==> config.mk <==
export PLATFORM = sky130hd
export DESIGN_NAME = hysteresis_thermostat_core
export DESIGN_NICKNAME = d
export VERILOG_FILES = /design/src/sv/htc_pkg.sv /design/src/sv/htc_cfg_regs.sv /design/src/sv/htc_ctrl.sv /design/src/sv/hysteresis_thermostat_core.sv
export SDC_FILE = /design/constraint.sdc
export NUM_CORES = 1
export LEC_CHECK = 0
export ABC_AREA = 1
export BUFFER_PORTS_ARGS = -buffer_cell sky130_fd_sc_hd__buf_4
export CAP_MARGIN = 20
export CELL_PAD_IN_SITES_DETAIL_PLACEMENT = 1
export CELL_PAD_IN_SITES_GLOBAL_PLACEMENT = 1
export CORE_MARGIN = 1
export CORE_UTILIZATION = 45
export CTS_CLUSTER_DIAMETER = 50
export DETAILED_ROUTE_END_ITERATION = 16
export PLACE_DENSITY = 0.81
export SYNTH_ARGS = -nofsm -noshare
export SYNTH_HDL_FRONTEND = slang
export SYNTH_HIERARCHICAL = 1
export SYNTH_SLANG_ARGS = --single-unit
==> constraint.sdc <==
create_clock -name clk -period 3.25 [get_ports clk]
set_input_delay 0.4875 -clock clk [delete_from_list [all_inputs] [get_ports clk]]
set_output_delay 0.4875 -clock clk [all_outputs]
set_load 0.005 [all_outputs]
==> src/sv/htc_pkg.sv <==
// shared types, register codes and reset values for the hysteresis thermostat
package htc_pkg;

  localparam int CFG_IDX_W  = 3;
  localparam int CFG_DATA_W = 16;
  localparam int TEMP_W     = 8;
  localparam int HYST_W     = 7;
  localparam int LOCK_W     = 16;
  // sign-extended width for setpoint plus or minus the band
  localparam int CMP_W      = 10;

  localparam logic signed [TEMP_W-1:0] DEFAULT_SET_POINT = 8'sd20;
  localparam logic signed [TEMP_W-1:0] RST_INIT_SP       = 8'sd20;
  localparam logic [HYST_W-1:0]        RST_HYST          = 7'd3;
  localparam logic signed [TEMP_W-1:0] RST_SET_MIN       = 8'sd5;
  localparam logic signed [TEMP_W-1:0] RST_SET_MAX       = 8'sd35;
  localparam logic [LOCK_W-1:0]        RST_LOCKOUT       = 16'd50;

  typedef enum logic [CFG_IDX_W-1:0] {
    REG_INIT_SP = 3'd0,
    REG_HYST    = 3'd1,
    REG_SET_MIN = 3'd2,
    REG_SET_MAX = 3'd3,
    REG_LOCKOUT = 3'd4
  } reg_idx_t;

  typedef enum logic [1:0] {
    FUNC_SAMPLE = 2'd0,
    FUNC_UP     = 2'd1,
    FUNC_DOWN   = 2'd2,
    FUNC_TICK   = 2'd3
  } func_t;

  typedef enum logic [1:0] {
    MODE_OFF  = 2'd0,
    MODE_HEAT = 2'd1,
    MODE_COOL = 2'd2
  } mode_t;

  typedef struct packed {
    logic signed [TEMP_W-1:0] init_sp;
    logic [HYST_W-1:0]        hyst;
    logic signed [TEMP_W-1:0] set_min;
    logic signed [TEMP_W-1:0] set_max;
    logic [LOCK_W-1:0]        lockout;
  } cfg_t;

  typedef struct packed {
    logic                     load;
    logic signed [TEMP_W-1:0] value;
  } sp_load_t;

  typedef struct packed {
    mode_t                    mode;
    logic signed [TEMP_W-1:0] set_point;
  } status_t;

endpackage

==> src/sv/htc_cfg_regs.sv <==
// configuration registers and setpoint reload on initial setpoint writes
module htc_cfg_regs (
  input  logic                               clk,
  input  logic                               rst_n,
  input  logic                               cfg_wr,
  input  logic [htc_pkg::CFG_IDX_W-1:0]      cfg_index,
  input  logic [htc_pkg::CFG_DATA_W-1:0]     cfg_data,
  output htc_pkg::cfg_t                      cfg,
  output htc_pkg::sp_load_t                  sp_load
);

  htc_pkg::cfg_t cfg_r;
  htc_pkg::cfg_t cfg_nxt;
  logic signed [htc_pkg::TEMP_W-1:0] wr_sp;

  assign wr_sp = $signed(cfg_data[htc_pkg::TEMP_W-1:0]);

  always_comb begin
    cfg_nxt = cfg_r;
    if (cfg_wr) begin
      unique case (cfg_index)
        htc_pkg::REG_INIT_SP: cfg_nxt.init_sp = wr_sp;
        htc_pkg::REG_HYST:    cfg_nxt.hyst    = cfg_data[htc_pkg::HYST_W-1:0];
        htc_pkg::REG_SET_MIN: cfg_nxt.set_min = wr_sp;
        htc_pkg::REG_SET_MAX: cfg_nxt.set_max = wr_sp;
        htc_pkg::REG_LOCKOUT: cfg_nxt.lockout = cfg_data[htc_pkg::LOCK_W-1:0];
        default: ;
      endcase
    end
  end

  // reload target, checked against the limits as they stand now
  always_comb begin
    sp_load.load  = cfg_wr && (cfg_index == htc_pkg::REG_INIT_SP);
    sp_load.value = (wr_sp < cfg_r.set_max && wr_sp > cfg_r.set_min) ?
                    wr_sp : htc_pkg::DEFAULT_SET_POINT;
  end

  always_ff @(posedge clk) begin
    if (!rst_n) begin
      cfg_r.init_sp <= htc_pkg::RST_INIT_SP;
      cfg_r.hyst    <= htc_pkg::RST_HYST;
      cfg_r.set_min <= htc_pkg::RST_SET_MIN;
      cfg_r.set_max <= htc_pkg::RST_SET_MAX;
      cfg_r.lockout <= htc_pkg::RST_LOCKOUT;
    end else begin
      cfg_r <= cfg_nxt;
    end
  end

  assign cfg = cfg_r;

endmodule

==> src/sv/htc_ctrl.sv <==
// thermostat state: mode, setpoint and button lockout, one request per step
module htc_ctrl (
  input  logic                              clk,
  input  logic                              rst_n,
  input  logic                              step_en,
  input  htc_pkg::func_t                    func,
  input  logic signed [htc_pkg::TEMP_W-1:0] temperature,
  input  htc_pkg::cfg_t                     cfg,
  input  htc_pkg::sp_load_t                 sp_load,
  output htc_pkg::status_t                  status_nxt
);

  htc_pkg::mode_t                    mode_r, mode_nxt;
  logic signed [htc_pkg::TEMP_W-1:0] target_r, target_nxt;
  logic                              locked_r, locked_nxt;
  logic [htc_pkg::LOCK_W-1:0]        lock_count_r, lock_count_nxt;

  logic signed [htc_pkg::CMP_W-1:0]  temp_w, tgt_w, hyst_w, band_lo, band_hi;

  assign temp_w  = htc_pkg::CMP_W'(temperature);
  assign tgt_w   = htc_pkg::CMP_W'(target_r);
  assign hyst_w  = $signed({{(htc_pkg::CMP_W-htc_pkg::HYST_W){1'b0}}, cfg.hyst});
  assign band_lo = tgt_w - hyst_w;
  assign band_hi = tgt_w + hyst_w;

  always_comb begin
    mode_nxt       = mode_r;
    target_nxt     = target_r;
    locked_nxt     = locked_r;
    lock_count_nxt = lock_count_r;
    if (sp_load.load) begin
      target_nxt = sp_load.value;
    end else if (step_en) begin
      case (func) inside
        htc_pkg::FUNC_SAMPLE: begin
          case (mode_r)
            htc_pkg::MODE_OFF: begin
              if (temp_w < band_lo) begin
                mode_nxt = htc_pkg::MODE_HEAT;
              end else if (temp_w > band_hi) begin
                mode_nxt = htc_pkg::MODE_COOL;
              end
            end
            htc_pkg::MODE_HEAT: begin
              if (temperature >= target_r) mode_nxt = htc_pkg::MODE_OFF;
            end
            default: begin
              if (temperature <= target_r) mode_nxt = htc_pkg::MODE_OFF;
            end
          endcase
        end
        htc_pkg::FUNC_UP, htc_pkg::FUNC_DOWN: begin
          // presses during lockout are dropped and do not restart it
          if (!locked_r) begin
            if (func == htc_pkg::FUNC_UP) begin
              if (target_r < cfg.set_max) target_nxt = target_r + 8'sd1;
            end else begin
              if (target_r > cfg.set_min) target_nxt = target_r - 8'sd1;
            end
            locked_nxt     = 1'b1;
            lock_count_nxt = cfg.lockout;
          end
        end
        default: begin
          if (locked_r) begin
            if (lock_count_r <= htc_pkg::LOCK_W'(1)) begin
              locked_nxt     = 1'b0;
              lock_count_nxt = '0;
            end else begin
              lock_count_nxt = lock_count_r - htc_pkg::LOCK_W'(1);
            end
          end
        end
      endcase
    end
  end

  always_ff @(posedge clk) begin
    if (!rst_n) begin
      mode_r       <= htc_pkg::MODE_OFF;
      target_r     <= htc_pkg::DEFAULT_SET_POINT;
      locked_r     <= 1'b0;
      lock_count_r <= '0;
    end else begin
      mode_r       <= mode_nxt;
      target_r     <= target_nxt;
      locked_r     <= locked_nxt;
      lock_count_r <= lock_count_nxt;
    end
  end

  assign status_nxt.mode      = mode_nxt;
  assign status_nxt.set_point = target_nxt;

endmodule

==> src/sv/hysteresis_thermostat_core.sv <==
// hysteresis thermostat core: input register, control step, result register
// path: a request passes the input register, then the result register
// throughput: one request per cycle, limited only by out_tready
// the input register takes a new request while the result register still holds one
// reset (rst_n low at a clock edge): registers to defaults, setpoint 20, mode off,
// lockout cleared, both pipeline stages empty
module hysteresis_thermostat_core (
  input  logic                              clk,
  input  logic                              rst_n,
  // configuration write channel
  input  logic                              cfg_valid,
  output logic                              cfg_ready,
  input  logic [htc_pkg::CFG_IDX_W-1:0]     cfg_index,
  input  logic [htc_pkg::CFG_DATA_W-1:0]    cfg_data,
  // request channel
  input  logic                              in_tvalid,
  output logic                              in_tready,
  input  logic [7:0]                        in_tdata,   // [7:0] temperature
  input  logic [1:0]                        in_tuser,   // [1:0] func
  // result channel
  output logic                              out_tvalid,
  input  logic                              out_tready,
  output logic [15:0]                       out_tdata   // [1:0] mode, [2] heater_on,
                                                        // [3] cooler_on, [11:4] set_point,
                                                        // [15:12] zero
);

  htc_pkg::cfg_t     cfg;
  htc_pkg::sp_load_t sp_load;
  htc_pkg::status_t  status_nxt;

  // input stage
  logic                              in_vld_r, in_vld_nxt;
  htc_pkg::func_t                    in_func_r;
  logic signed [htc_pkg::TEMP_W-1:0] in_temp_r;

  // result stage
  logic                              out_vld_r, out_vld_nxt;
  htc_pkg::status_t                  out_stat_r;

  logic in_acc;
  logic adv;      // result register can take the request in the input stage
  logic step_en;

  // registers are to be written only while idle (the block does not enforce this), so no back-pressure is needed
  assign cfg_ready = 1'b1;

  htc_cfg_regs u_cfg (
    .clk       (clk),
    .rst_n     (rst_n),
    .cfg_wr    (cfg_valid && cfg_ready),
    .cfg_index (cfg_index),
    .cfg_data  (cfg_data),
    .cfg       (cfg),
    .sp_load   (sp_load)
  );

  assign adv       = !out_vld_r || out_tready;
  assign in_tready = !in_vld_r || adv;
  assign in_acc    = in_tvalid && in_tready;
  assign step_en   = in_vld_r && adv;

  // state moves when the request leaves the input stage
  htc_ctrl u_ctrl (
    .clk         (clk),
    .rst_n       (rst_n),
    .step_en     (step_en),
    .func        (in_func_r),
    .temperature (in_temp_r),
    .cfg         (cfg),
    .sp_load     (sp_load),
    .status_nxt  (status_nxt)
  );

  always_comb begin
    in_vld_nxt = in_vld_r;
    if (in_acc) begin
      in_vld_nxt = 1'b1;
    end else if (step_en) begin
      in_vld_nxt = 1'b0;
    end
    out_vld_nxt = out_vld_r;
    if (step_en) begin
      out_vld_nxt = 1'b1;
    end else if (out_tready) begin
      out_vld_nxt = 1'b0;
    end
  end

  always_ff @(posedge clk) begin
    if (!rst_n) begin
      in_vld_r  <= 1'b0;
      out_vld_r <= 1'b0;
    end else begin
      in_vld_r  <= in_vld_nxt;
      out_vld_r <= out_vld_nxt;
    end
  end

  // payload registers, no reset
  always_ff @(posedge clk) begin
    if (in_acc) begin
      in_func_r <= htc_pkg::func_t'(in_tuser);
      in_temp_r <= $signed(in_tdata);
    end
    if (step_en) begin
      out_stat_r <= status_nxt;
    end
  end

  assign out_tvalid = out_vld_r;
  assign out_tdata  = {4'b0000,
                       out_stat_r.set_point,
                       out_stat_r.mode == htc_pkg::MODE_COOL,
                       out_stat_r.mode == htc_pkg::MODE_HEAT,
                       out_stat_r.mode};

endmodule

* Word-level counts from Yosys, hierarchy flattened *
Index checks and enable logic that the tools add are counted.

word-level totals
  flip-flop bits (word level) = 88
  word-level logic and storage cells = 89

operators by class
  bitwise logic cells = 2
  reduce and logical (&&, ||, !) cells = 21
  $add $sub $neg = 5
  magnitude comparators = 9
  multiplexer cells = 28
  eq/ne operators = 10

operators by type and width
  cell                   number
  $mux 8                 9
  $mux 16                4
  $gt 8x8->1             2
  $le 16x1->1 const B    1
  $lt 8x8->1             2
  $sub 16x1->16 const B  1
  $mux 2                 7
  $add 8x8->9            1
  $gt 8x9->1             1
  $lt 8x9->1             1
  $sub 8x8->9            1
  $add 8x2->8 const B    1
  $ge 8x8->1             1
  $le 8x8->1             1
  $reduce_and 2->1       4
  $sub 8x2->8 const B    1
  $mux 1                 7
  $eq 2x1->1 const B     3
  $eq 3x2->1 const B     2
  $reduce_bool 2->1      3
  $reduce_and 5->1       1
  $eq 2x2->1 const B     2
  $logic_and 1x1->1      4
  $logic_not 2->1        2
  10 further kinds       13

* Longest topological paths before layout *
  word-level depth = 8
  depth in mapped cells = 22
  depth with buffers taken out = 22

* Cells and area by module *
The synthesis kept the hierarchy.

modules (own cells, without submodules)
  module                      cells each  times used  area an instance (sq um)
  htc_ctrl                    523         1           3,462.1
  htc_cfg_regs                277         1           2,172.1
  hysteresis_thermostat_core  44          1           755.7

* Worst setup path after synthesis *
Ideal clock, no wire load.

  kind = register to register
  start point = register u_ctrl/target_r[2] (netlist bit)
  end point = register out_stat_r, in the netlist out_tdata[1], data pin
  data required time = 2,999 ps
  slack = 273 ps
  stages on the path, launching flop included = 19
  clock period less this slack = 2,977 ps
  arrival time = 2,726 ps
  buffers on the path = 1
  cells stage by stage = dfxtp_1 ha_1 clkbuf_1 o31ai_1 a21oi_1 o21bai_1 a21oi_1 o21ai_1 xor2_1 ha_1 inv_1 nor3_1 nand3b_1 nand4_1 nand2_1 nand4_1 nand2_1 nand2_1 inv_1

RTL lines
  what                      line                               RTL
  start: declaration        htc_ctrl.sv:14                     logic signed [htc_pkg::TEMP_W-1:0] target_r, target_nxt;
  start signal: assignment  htc_ctrl.sv:81                     target_r <= htc_pkg::DEFAULT_SET_POINT;
  start signal: assignment  htc_ctrl.sv:86                     target_r <= target_nxt;
  end signal: assignment    hysteresis_thermostat_core.sv:107  out_stat_r <= status_nxt;
  end: declaration          hysteresis_thermostat_core.sv:39   htc_pkg::status_t out_stat_r;

==> flow_metrics.py <==
metrics = {
    "clock_network": {
        "tritoncts": "yes",
        "hold_buffers": 0,
        "clk_latency_ps": 350,
        "cts.sinks": 88,
        "cts-root-buf": "clkbuf_16",
        "cts_max_level": 3,
        "clkTransAtPathRegs_ps": 60,
        "numCtsBuffers": 9,
        "clockBufferDepth": 2,
    },
    "timing": {
        "hold_viol": 0,
        "max_freq_ghz": 0.310,
        "slew_violations": 0,
        "setup_viol": 0,
        "whs_ps": 313,
        "skew_ps": 8.13,
        "finalCritPeriodShare": 0.994,
        "setup_ws_ps": 20.6,
        "relSlewSlack": 0.515,
        "period_needed_ps": 3230,
        "worst_pin_slew_ps": 724,
    },
    "worst_setup_path": {
        "cp_top_family": "adder cells",
        "critical_path_required_ps": 3360,
        "critPathBufInv": 2,
        "start_kind": "flop",
        "path_depth": 17,
        "r2r-end": "out_tdata[1]$_DFFE_PP_",
        "slowest_stage": "fa_1",
        "cp_max_fo": 3,
        "crit_top_cell": "nand2_1",
        "cp_cell_sequence": "ha_1 -> inv_1 -> fa_1 -> o31ai_2 -> a21oi_1 -> o21bai_1 -> xor2_1 -> ha_1 -> nand2_1 -> nor3_2 -> nand3b_1 -> nand4_1 -> nand2_1 -> nand4_1 -> nand2_1 -> nand2_1 -> inv_1",
        "r2r-start": "u_cfg/cfg[32]$_SDFFE_PN1P_",
        "rrSetupSlack_ps": 20,
        "criticalPathCategory": "flop to flop",
        "crit_arrival_ps": 3340,
        "crit_path_end_kind": "flop",
        "slowest_delay_ps": 440,
        "r2r.worst_path.cells": 17,
    },
    "floorplanning": {
        "ios": 53,
        "rows": 42,
        "die_x_um": 119,
        "core_um2": 13300,
        "die_y_um": 119,
        "die_area_um2": 14100,
        "start_util": 0.462,
    },
    "final_layout": {
        "diodes": 0,
        "nNetsFinal": 984,
        "syn_to_final_growth_pct": 16.0,
        "layout.cells.non_filler": 1054,
        "layout-drive-gt1-share": 0.158,
    },
    "logic_synthesis": {
        "synth_cells": 819,
        "ys_warn_count": 6,
        "synth_area_um2": 6140,
        "synth.avg_cell_area_um2": 7.50,
    },
    "route": {
        "drt_iter0_markers": 199,
        "routed_wl_um": 18300,
        "dr_total_vias": 5750,
        "drc_errors": 0,
        "ant_nets": 0,
        "firstDrtPassIters": 6,
        "wl_per_cell_um": 17.4,
        "viasPerCell": 5.46,
    },
    "global_route": {
        "grt_max_degree": 51,
        "antenna_found_initial": 0,
        "grt.overflow.total": 0,
        "grt_pass1_vias": 6122,
        "grt_pass1_wl_um": 29700,
        "gr-usage-all-layers": 0.267,
    },
    "pwr": {
        "peakVddDrop_v": 0.000325,
        "p_total_mw": 3.11,
        "p_leak_nw": 3.34,
        "powerDensity_nw_per_um2": 437,
    },
    "place": {
        "gp_congestion": 0.842,
        "placed_cells": 1033,
        "dp_slack_ps": 2.31,
        "io_buffers": 47,
        "place_hpwl_um": 13800,
    },
    "hold_path": {
        "hp-class": "input port to flop",
        "worstHoldStart": "in_tdata[2]",
        "worstHoldEndpoint": "in_temp_r[2]$_DFFE_PP_",
        "holdPathStages": 1,
    },
    "run_status": {
        "status": "finished clean",
    },
    "job": {
        "maxCapViolCount": 0,
    },
}
==> layout by cell type (no fill, tap or decap), types with 5 or more instances in the layout <==
master       n
nand4_1     12
inv_1      122
ha_1        71
o21ai_0     48
a221oi_1     5
nor2_1      56
inv_2       11
a21oi_1     78
nor3_1      17
conb_1       5
a211oi_1     6
edfxtp_1    20
a21oi_2     13
nand3_1     35
o211ai_1     8
dfxtp_1     66
xor2_1      20
clkbuf_16    9
buf_4       65
nand2_1    141
==> worst max-delay path by stage <==
| stage | from | end |
|---|---|---|
| after floorplan | u_ctrl/target_r[2]$_SDFF_PN1_ | out_tdata[1]$_DFFE_PP_ |
| after global placement | u_cfg/cfg[34]$_SDFFE_PN0P_ | out_tdata[1]$_DFFE_PP_ |
| after detailed placement | u_cfg/cfg[33]$_SDFFE_PN1P_ | out_tdata[1]$_DFFE_PP_ |
| after CTS | u_cfg/cfg[34]$_SDFFE_PN0P_ | out_tdata[1]$_DFFE_PP_ |
| after global routing | u_cfg/cfg[32]$_SDFFE_PN1P_ | u_ctrl/mode_r[1]$_SDFF_PN0_ |
| final | u_cfg/cfg[32]$_SDFFE_PN1P_ | out_tdata[1]$_DFFE_PP_ |
==> final cells by class <==
type / instances / area [um^2]
Clock inverter: 5 / 63.8
Sequential cell: 88 / 1960
Fill cell: 1684 / 6170
Timing Repair Buffer: 65 / 488
Clock buffer: 11 / 243
Multi-Input combinational cell: 574 / 3640
Tap cell: 176 / 220
Inverter: 135 / 507
==> where the power goes <==
part / total, mW / leakage [nW] / internal (mW) / switching, mW
combinational: 0.808 / 2.45 / 0.305 / 0.503
sequential: 1.22 / 0.746 / 1.17 / 0.0450
clock: 1.09 / 0.146 / 0.623 / 0.465
==> through the flow <==
stage	cell area [um^2]	utilization	TNS, ps
after floorplan	6150	-	0
after global placement	6670	0.501	0
after detailed placement	6670	0.501	0
after CTS	6980	0.525	0
after global routing	7130	0.536	-429
final	7130	0.536	0
==> repair_timing <==
action | 4_1_cts | 5_1_grt
setup endpoints to repair | 1 | 4
buffers inserted | 0 | 5
pin swaps | 0 | 12
resized for setup | 2 | 28
==> layer usage <==
layer,GRT usage,part of all wire,vias up
met5,0,0,-
met4,0.119,0.032,0
met3,0.0551,0.037,38
met2,0.484,0.51,139
met1,0.300,0.42,2758
li1,-,-,2815
==> worst reg2reg max path, stage by stage (launching register included) <==
cell and delay, ps:
dfxtp_1 360, ha_1 150, inv_1 90, fa_1 450, o31ai_2 310, a21oi_1 120, o21bai_1 250, xor2_1 100
ha_1 310, nand2_1 80, nor3_2 180, nand3b_1 120, nand4_1 110, nand2_1 90, nand4_1 80, nand2_1 60
nand2_1 70, inv_1 40
==> state kept, by name, summed over array words and instances (netlist names) <==
register and cells:
u_cfg/cfg 39, u_ctrl/lock_count_r 16, out_tdata 10, in_temp_r 8, u_ctrl/target_r 8, in_func_r 2
u_ctrl/mode_r 2, in_vld_r 1, out_tvalid 1, u_ctrl/locked_r 1
(Power assumes the default switching activity.)
